--- config.mk ---
export PLATFORM = sky130hd
export DESIGN_NAME = gbce_ctrl
export DESIGN_NICKNAME = d
export VERILOG_FILES = /design/src/rtl/gbce_pkg.sv /design/src/rtl/gbce_ctrl.sv
export SDC_FILE = /design/constraint.sdc
export NUM_CORES = 1
export LEC_CHECK = 0
export BUFFER_PORTS_ARGS = -buffer_cell sky130_fd_sc_hd__buf_2
export CAP_MARGIN = 10
export CORE_ASPECT_RATIO = 2
export CORE_MARGIN = 2
export CORE_UTILIZATION = 55
export CTS_CLUSTER_SIZE = 30
export DETAILED_ROUTE_END_ITERATION = 16
export HOLD_SLACK_MARGIN = 0.05
export PLACE_DENSITY = 0.82
export SLEW_MARGIN = 25
export SYNTH_ARGS = -nofsm -noshare
export SYNTH_HDL_FRONTEND = slang
export SYNTH_SLANG_ARGS = --single-unit
--- constraint.sdc ---
create_clock -name clk_i -period 6.5 [get_ports clk_i]
set_clock_uncertainty 0.1 [all_clocks]
set_input_delay 0.975 -clock clk_i [delete_from_list [all_inputs] [get_ports clk_i]]
set_output_delay 0.975 -clock clk_i [all_outputs]
set_load 0.005 [all_outputs]
--- src/rtl/gbce_pkg.sv ---
// gbce_pkg: types and constants shared by the two-stack gap buffer editor
// no dependencies; used by gbce_ctrl, gap_buffer_cursor_editor_top and tb_top
`default_nettype none

package gbce_pkg;

  localparam int unsigned Capacity = 4096;
  localparam int unsigned Window   = 10;
  localparam int unsigned AddrW    = $clog2(Capacity);
  localparam int unsigned LenW     = $clog2(Capacity + 1);
  localparam int unsigned WinW     = $clog2(Window + 1);
  localparam int unsigned CharW    = 8;
  localparam int unsigned AmountW  = 13;

  typedef enum logic [1:0] {
    OP_INSERT    = 2'd0,
    OP_DELETE    = 2'd1,
    OP_CUR_LEFT  = 2'd2,
    OP_CUR_RIGHT = 2'd3
  } op_e;

  typedef enum logic [2:0] {
    S_IDLE,
    S_EMIT,
    S_MV,
    S_MV_WR,
    S_WIN_RD,
    S_WIN_OUT
  } state_e;

  typedef struct packed {
    op_e                op;
    logic [CharW-1:0]   text_char;
    logic [AmountW-1:0] amount;
  } in_word_t;

  typedef struct packed {
    logic [CharW-1:0]   out_char;
    logic               char_valid;
    logic [AmountW-1:0] deleted_count;
    logic               dropped;
    logic               last;
  } out_word_t;

  // one port set of a character stack memory
  typedef struct packed {
    logic             we;
    logic [AddrW-1:0] waddr;
    logic [CharW-1:0] wdata;
    logic [AddrW-1:0] raddr;
  } mem_req_t;

endpackage

`default_nettype wire

--- src/rtl/gbce_ctrl.sv ---
// gbce_ctrl: sequencer, stack lengths and output register of the editor
// depends on gbce_pkg; drives the two stack memories through mem_req_t
`default_nettype none

module gbce_ctrl (
  input  wire logic                          clk_i,
  input  wire logic                          rst_ni,
  input  wire logic                          in_valid_i,
  output logic                               in_stall_o,
  input  wire gbce_pkg::in_word_t            in_word_i,
  output logic                               out_valid_o,
  input  wire logic                          out_stall_i,
  output gbce_pkg::out_word_t                out_word_o,
  output gbce_pkg::mem_req_t                 left_req_o,
  output gbce_pkg::mem_req_t                 right_req_o,
  input  wire logic [gbce_pkg::CharW-1:0]    left_rdata_i,
  input  wire logic [gbce_pkg::CharW-1:0]    right_rdata_i
);

  gbce_pkg::state_e                   state_q, state_d;
  logic [gbce_pkg::LenW-1:0]          left_len_q, left_len_d;
  logic [gbce_pkg::LenW-1:0]          right_len_q, right_len_d;
  logic [gbce_pkg::AmountW-1:0]       k_q, k_d;
  logic                               dir_left_q, dir_left_d;
  logic [gbce_pkg::AddrW-1:0]         idx_q, idx_d;
  logic [gbce_pkg::WinW-1:0]          cnt_q, cnt_d;
  gbce_pkg::out_word_t                pend_q, pend_d;
  gbce_pkg::out_word_t                out_q, out_d;
  logic                               out_valid_q, out_valid_d;

  logic                               accept;
  logic                               out_free;
  logic [gbce_pkg::LenW-1:0]          left_m1, right_m1;
  logic [gbce_pkg::LenW:0]            total;
  logic [gbce_pkg::LenW-1:0]          del_n;
  logic [gbce_pkg::WinW-1:0]          win_n;
  logic                               src_empty;

  assign in_stall_o  = (state_q != gbce_pkg::S_IDLE);
  assign accept      = in_valid_i && (state_q == gbce_pkg::S_IDLE);
  assign out_free    = !out_valid_q || !out_stall_i;
  assign out_valid_o = out_valid_q;
  assign out_word_o  = out_q;

  assign left_m1   = left_len_q - gbce_pkg::LenW'(1);
  assign right_m1  = right_len_q - gbce_pkg::LenW'(1);
  assign total     = {1'b0, left_len_q} + {1'b0, right_len_q};
  assign del_n     = (gbce_pkg::LenW'(in_word_i.amount) < left_len_q) ?
                     gbce_pkg::LenW'(in_word_i.amount) : left_len_q;
  assign win_n     = (left_len_q < gbce_pkg::LenW'(gbce_pkg::Window)) ?
                     left_len_q[gbce_pkg::WinW-1:0] : gbce_pkg::WinW'(gbce_pkg::Window);
  assign src_empty = dir_left_q ? (left_len_q == '0) : (right_len_q == '0);

  always_ff @(posedge clk_i or negedge rst_ni) begin
    if (!rst_ni) begin
      state_q     <= gbce_pkg::S_IDLE;
      left_len_q  <= '0;
      right_len_q <= '0;
      out_valid_q <= 1'b0;
    end else begin
      state_q     <= state_d;
      left_len_q  <= left_len_d;
      right_len_q <= right_len_d;
      out_valid_q <= out_valid_d;
    end
  end

  always_ff @(posedge clk_i) begin
    k_q        <= k_d;
    dir_left_q <= dir_left_d;
    idx_q      <= idx_d;
    cnt_q      <= cnt_d;
    pend_q     <= pend_d;
    out_q      <= out_d;
  end

  always_comb begin
    state_d     = state_q;
    left_len_d  = left_len_q;
    right_len_d = right_len_q;
    k_d         = k_q;
    dir_left_d  = dir_left_q;
    idx_d       = idx_q;
    cnt_d       = cnt_q;
    pend_d      = pend_q;
    out_d       = out_q;
    out_valid_d = out_valid_q && out_stall_i;

    left_req_o.we     = 1'b0;
    left_req_o.waddr  = left_len_q[gbce_pkg::AddrW-1:0];
    left_req_o.wdata  = in_word_i.text_char;
    left_req_o.raddr  = (state_q == gbce_pkg::S_MV) ?
                        left_m1[gbce_pkg::AddrW-1:0] : idx_q;
    right_req_o.we    = 1'b0;
    right_req_o.waddr = right_len_q[gbce_pkg::AddrW-1:0];
    right_req_o.wdata = left_rdata_i;
    right_req_o.raddr = right_m1[gbce_pkg::AddrW-1:0];

    unique case (state_q)
      gbce_pkg::S_IDLE: begin
        if (accept) begin
          pend_d = '0;
          pend_d.last = 1'b1;
          unique case (in_word_i.op)
            gbce_pkg::OP_INSERT: begin
              if (total >= (gbce_pkg::LenW + 1)'(gbce_pkg::Capacity)) begin
                pend_d.dropped = 1'b1;
              end else begin
                left_req_o.we = 1'b1;
                left_len_d    = left_len_q + gbce_pkg::LenW'(1);
              end
              state_d = gbce_pkg::S_EMIT;
            end
            gbce_pkg::OP_DELETE: begin
              left_len_d           = left_len_q - del_n;
              pend_d.deleted_count = gbce_pkg::AmountW'(del_n);
              state_d              = gbce_pkg::S_EMIT;
            end
            gbce_pkg::OP_CUR_LEFT, gbce_pkg::OP_CUR_RIGHT: begin
              k_d        = in_word_i.amount;
              dir_left_d = (in_word_i.op == gbce_pkg::OP_CUR_LEFT);
              state_d    = gbce_pkg::S_MV;
            end
            default: ;
          endcase
        end
      end

      gbce_pkg::S_EMIT: begin
        if (out_free) begin
          out_d       = pend_q;
          out_valid_d = 1'b1;
          state_d     = gbce_pkg::S_IDLE;
        end
      end

      // pop one char from the source (data next cycle) or end the move
      gbce_pkg::S_MV: begin
        if ((k_q != '0) && !src_empty) begin
          k_d = k_q - gbce_pkg::AmountW'(1);
          if (dir_left_q) begin
            left_len_d = left_m1;
          end else begin
            right_len_d = right_m1;
          end
          state_d = gbce_pkg::S_MV_WR;
        end else if (left_len_q == '0) begin
          pend_d      = '0;
          pend_d.last = 1'b1;
          state_d     = gbce_pkg::S_EMIT;
        end else begin
          idx_d   = left_len_q[gbce_pkg::AddrW-1:0] - gbce_pkg::AddrW'(win_n);
          cnt_d   = win_n - gbce_pkg::WinW'(1);
          state_d = gbce_pkg::S_WIN_RD;
        end
      end

      // push the popped character onto the other stack
      gbce_pkg::S_MV_WR: begin
        if (dir_left_q) begin
          right_req_o.we = 1'b1;
          right_len_d    = right_len_q + gbce_pkg::LenW'(1);
        end else begin
          left_req_o.we    = 1'b1;
          left_req_o.wdata = right_rdata_i;
          left_len_d       = left_len_q + gbce_pkg::LenW'(1);
        end
        state_d = gbce_pkg::S_MV;
      end

      gbce_pkg::S_WIN_RD: begin
        state_d = gbce_pkg::S_WIN_OUT;
      end

      // read address holds idx_q, so the data stays put while stalled
      gbce_pkg::S_WIN_OUT: begin
        if (out_free) begin
          out_d.out_char      = left_rdata_i;
          out_d.char_valid    = 1'b1;
          out_d.deleted_count = '0;
          out_d.dropped       = 1'b0;
          out_d.last          = (cnt_q == '0);
          out_valid_d         = 1'b1;
          if (cnt_q == '0) begin
            state_d = gbce_pkg::S_IDLE;
          end else begin
            idx_d   = idx_q + gbce_pkg::AddrW'(1);
            cnt_d   = cnt_q - gbce_pkg::WinW'(1);
            state_d = gbce_pkg::S_WIN_RD;
          end
        end
      end

      default: state_d = gbce_pkg::S_IDLE;
    endcase
  end

endmodule

`default_nettype wire

; ---- Word-level counts from Yosys, hierarchy flattened
; Index checks and enable logic that the tools add are counted.
[op_classes]
addsub = 11
order_cmp = 3
eq_ne = 23
mux = 58
n_reduce_logical = 30
[op_table]
columns = op, n
row1 = $mux W13, 13
row2 = $mux W24, 5
row3 = $pmux W24 S2, 2
row4 = $pmux W13 S2, 3
row5 = $mux W12, 5
row6 = $pmux W13 S3, 1
row7 = $sub A13 B1 Y13 const B, 3
row8 = $add A13 B1 Y13 const B, 2
row9 = $logic_not A13 Y1, 2
row10 = $pmux W12 S2, 1
row11 = $ne A2 B2 Y1 const B, 11
row12 = $mux W4, 5
row13 = $mux W3, 6
row14 = $pmux W3 S6, 1
row15 = $mux W8, 2
row16 = $add A13 B13 Y14, 1
row17 = $ge A14 B13 Y1 const B, 1
row18 = $lt A13 B13 Y1, 1
row19 = $lt A13 B4 Y1 const B, 1
row20 = $reduce_bool A13 Y1, 1
row21 = $sub A13 B13 Y13, 1
row22 = $add A12 B1 Y12 const B, 1
row23 = $reduce_and A4 Y1, 3
row24 = $sub A12 B4 Y12, 1
row25 = 25 further kinds, 52
[totals]
register_bits = 108
word_cells = 143

; ---- Depth between registers and ports, before layout
[depth]
ltp_word = 6
mapped_depth = 21
ltp_nobuf = 20

; ---- Worst setup path after synthesis
; Ideal clock, no wire load.
[synth_timing]
kind = input -> register
from = input port in_word_i[2] (netlist bit)
to = register left_len_q[11] (netlist bit)
setup_time_ps = 121
arrival_ps = 4693
required_ps = 6279
path_slack_ps = 1585
stages = 18
path_buffers = 1
path_cell_list = ha_1 o21a_1 o21ai_0 a221o_1 a31oi_1 a21o_1 a21oi_1 buf_2 mux2i_1 ha_1 nor2b_1 o31a_1 o41ai_1 o21ai_0 o41ai_1 xor2_1 o21ai_0 o22a_1
[synth_via]
elab_chain_len = 6
[synth_rtl]
columns = element, line_no
row1 = "start, declared", gbce_ctrl.sv:10  ; input wire gbce_pkg::in_word_t in_word_i,
row2 = $lt A13 B13 Y1, gbce_ctrl.sv:48  ; assign del_n = (gbce_pkg::LenW'(in_word_i.amount) < left_len_q) ?
row3 = $mux W13 *, gbce_ctrl.sv:48
row4 = $sub A13 B13 Y13 *, gbce_ctrl.sv:115  ; left_len_d = left_len_q - del_n;
row5 = $pmux W13 S2 *, gbce_ctrl.sv:104  ; unique case (in_word_i.op)
row6 = $mux W13 *, gbce_ctrl.sv:101  ; if (accept) begin
row7 = $pmux W13 S3 *, gbce_ctrl.sv:99  ; unique case (state_q)
row8 = "end signal, assigned", gbce_ctrl.sv:62  ; left_len_q <= left_len_d;
row9 = "end, declared", gbce_ctrl.sv:21  ; logic [gbce_pkg::LenW-1:0] left_len_q, left_len_d;
; Every way passes the cells marked *; elsewhere a longest branch is shown, timed or not. The select of a mux whose other input is x is not followed.
; A chain may end at the register's enable or synchronous reset.

; ---- Worst setup path in the final report
[layout_timing]
from = register left_len_q[7] (netlist bit)
to = register left_len_q[11] (netlist bit)
[layout_via]
elab_chain_len = 6
elab_cells_between_ends = 21
cone_classes = 4 x add/sub / 2 x order compare / 2 x eq/ne / 9 x mux / 4 x reduce/logical
[layout_rtl]
columns = element, line_no
row1 = $lt A13 B13 Y1 / $logic_not A13 Y1 (equally long branches), "gbce_ctrl.sv:48, gbce_ctrl.sv:52"
row2 = $mux W13 / $mux W1 (equally long branches), "gbce_ctrl.sv:48, gbce_ctrl.sv:52"
row3 = $sub A13 B13 Y13 / $logic_not A1 Y1 (equally long branches), "gbce_ctrl.sv:115, gbce_ctrl.sv:139"
row4 = $pmux W13 S2 / $logic_and A1 B1 Y1 (equally long branches), "gbce_ctrl.sv:104, gbce_ctrl.sv:139"
row5 = $mux W13 / $ne A2 B1 Y1 (equally long branches), --
row6 = $pmux W13 S3 / $reduce_and A7 Y1 (equally long branches), --
; Parallel ways exist; a longest one is shown, timed or not. The select of a mux whose other input is x is not followed.

==> impl_results.md <==
* Top cells by area, synth: edfxtp_1 (27%), dfrtp_1 (10%), ha_1 (7.8%)
* CTS tree: yes
* Met3 Track Usage GR at 4.47%
* Layout area overhead at 11.2%
* Initial antenna violation count at 0
* RSZ-0062 raised after global routing: false
* Final core occ at 62.3%
* Synth cell count leaders: nor2_1 (86), nand2_1 (84), edfxtp_1 (68)
* CP delay by family, top: compound AO/OA/AOI/OAI gates
* Synth Flop Type: edfxtp_1
* Die ar. at 14,700 um^2
* Minimum hold slack at 417 ps
* Ant diodes at 0
* PwrDens at 483 nW/um^2
* Multiplexer area fraction after synthesis at 3.36%
* Post-synth EDFFs at 68
* Height of the die at 169 um
* Seq/Total Area, Yosys at 37.1%
* Post-Synth XOR/XNOR Area at 8.95%
* Clock buffer depth at 2
* Main combinational cell family by area after synthesis: simple AND/OR/NAND/NOR gates
* Post-CTS Setup Bufs at 0
* Core box area at 13,400 um^2
* Async SR Flop Fraction at 30.6%
* Clock latency on the worst-skew pair at 360 ps
* Slowest cell on crit path: dfrtp_1
* CP max FO at 16
* Worst setup SP type: register
* Multi-input gate area at 4220 um^2
* Global-route wire length before repair at 32.3 mm
* Synth Area in Compound Gates at 15.6%
* R2r setup slk at 1060 ps
* Die X at 86.7 um
* Largest area contributor in the synthesized netlist: edfxtp_1
* Reg2Reg Depth at 18
* CP Data Required Time at 6650 ps
* Status: finished clean
* Port Buffer Count at 134
* Total power at 4050 uW
* Post-DR vias/cell at 6.09
* GP Congestion at 0.990
* Adder-cell share of the synthesized area at 8.34%
* Most frequent CP cell: o21ai_0
* Std-Cell Rows at 60
* Worst R2R Start: left_len_q[7]
* Fmax at 184 MHz
* Grt met2 use at 50.7%
* Tmin final at 5440 ps
* CTS Root Buffer Type: clkbuf_16
* WP buf/inv at 2
* Worst-path clk slew at 70 ps
* CTS resizes at 0
* Worst-Margin Slew at 902 ps
* Slew Limit Fails at 0
* GRT Total Usage at 28.2%
* Final Hold Violating Endpoints at 0
* Hold Path End: out_word_o[5]
* #FFs+latches synth at 98
* Post-route DRC at 0
* Count leader, synth: nor2_1
* Largest net degree at the start of global routing at 36
* Final WL at 20.6 mm
* Wire length per cell at 18.9 um
* First-pass DRT Iterations at 5
* Cell chain of the critical path: clkinv_1 -> ha_1 -> nor2b_1 -> o21ai_0 -> a31oi_1 -> a21o_1 -> a21oi_1 -> buf_4 -> mux2i_1 -> ha_1 -> nor2b_1 -> o31a_1 -> o41ai_1 -> o21ai_0 -> o41ai_1 -> xor2_1 -> o21ai_0 -> o22a_1
* Layout cells sized above 1 at 20.3%
* Clock H-tree levels at 3
* Lkg Pwr at 0.00357 uW
* Clock sinks at 98
* Hold Startpoint: pend_q[5]
* Reg area at 2790 um^2
* Busiest grt layer: met2
* Number of global-route vias before repair at 6,518
* HPWL Detailed at 15.7 mm
* Mapped Nets at 940
* TNS Setup at 0 ps
* CP arrival at 5590 ps
* Warnings from Yosys at 0
* Final period util at 83.7%
* Peak VDD IR at 248 uV
* Total grt overflow at 0
* Routing usage on met1 at 29.3%
* Kind of critical path: reg2reg
* Post-DRT Antenna Nets at 0
* Critical Path Max Stage Delay at 680 ps
* Synthesized instance count at 848
* Endpoints failing setup at 0
* Hold path depth at 1
* Simple-gate share of the synthesized area at 19.3%
* Post-synth top area share at 27.1%
* # hold bufs at CTS at 0
* Layout Nets at 1,025
* Hold crit path type: reg2reg
* Reg2reg end: left_len_q[11]
* Ports at 135
* Vias at 6,649
* Max-Slew Margin vs Limit at 39.3%
* Detailed Route Iter0 Violations at 516
* Max Cap Viol at 0
* Post-synthesis cell type count at 65
* Mapped cell area at 7530 um^2
* Worst Setup End Kind: register
* Final-layout fill cell count at 1,147
* CTS Buf Count at 9
* Initial Utilization at 56.0%
* Avg Inst Size Synth at 8.88 um^2
==> how the worst max path moves through the flow <==
stage | start | endpoint | slack (ps) | cells past startpoint
CTS | left_len_q[7] | left_len_q[11] | 1100 | 18
detailed placement | in_word_i[2] | left_len_q[11] | 870 | 19
global placement | in_word_i[2] | left_len_q[11] | 970 | 19
global route | left_len_q[7] | left_len_q[12] | 610 | 20
finish | left_len_q[7] | left_len_q[11] | 1060 | 18
floorplan | in_word_i[2] | left_len_q[11] | 1590 | 18
==> power by group <==
| part | switching, uW | internal, uW | total, uW |
|---|---|---|---|
| Sequential | 275 | 954 | 1230 |
| Combinational | 1310 | 960 | 2270 |
| Clock | 249 | 297 | 547 |
==> final cells by class <==
type,count,area share (%)
clock buffer,9,2.69
multi-input combinational,647,50.4
inverter,30,1.34
timing repair buffer,147,9.17
tap,155,2.32
clock inverter,6,0.762
sequential,98,33.3
==> stage by stage <==
step | cells | area, um^2 | setup WS [ps]
finish | 1092 | 8370 | 1060
detailed placement | 1077 | 8080 | 871
global route | 1092 | 8370 | 605
floorplan | 848 | 7530 | 1590
global placement | 1077 | 8070 | 972
CTS | 1092 | 8370 | 1100
==> metal layers <==
| layer | vias to the layer above | wire (um) | part of all wire, % |
|---|---|---|---|
| li1 | 3160 | - | - |
| met5 | - | 0 | 0 |
| met1 | 3094 | 7380 | 36 |
| met4 | 0 | 1270 | 6.2 |
| met3 | 92 | 1130 | 5.5 |
| met2 | 303 | 10800 | 53 |
==> kinds of logic after synthesis <==
group / Yosys count
adder cells (fa/ha/maj): 49
buffers and inverters: 103
XOR/XNOR: 77
AO/OA/AOI/OAI: 187
flip-flops: 98
other: 1
multiplexers: 24
AND/OR/NAND/NOR: 309
==> flip-flops by register name, summed over array words and instances (netlist names) <==
signal / count
cnt_q: 4
dir_left_q: 1
idx_q: 12
k_q: 13
left_len_q: 13
out_valid_o: 1
out_word_o: 24
pend_q: 14
right_len_q: 13
state_q: 3
==> cells in the final DEF (no fill, tap or decap), types with 7 or more instances in the layout <==
| cell | n |
|---|---|
| buf_2 | 134 |
| nor2_1 | 85 |
| nand2_1 | 84 |
| edfxtp_1 | 68 |
| o21ai_0 | 55 |
| xnor2_1 | 53 |
| ha_1 | 47 |
| a21oi_1 | 46 |
| dfrtp_1 | 30 |
| inv_1 | 29 |
| nor3_1 | 29 |
| nand3_1 | 29 |
| and2_1 | 27 |
| xor2_1 | 24 |
| mux2i_1 | 14 |
| and3_1 | 13 |
| buf_4 | 13 |
| a31oi_1 | 12 |
| mux2_2 | 10 |
| clkbuf_16 | 9 |
| nand4_1 | 8 |
| a21o_1 | 8 |
| o21a_1 | 7 |
| nor2b_1 | 7 |
| o211ai_1 | 7 |
Power figures use the tool's default switching activity.
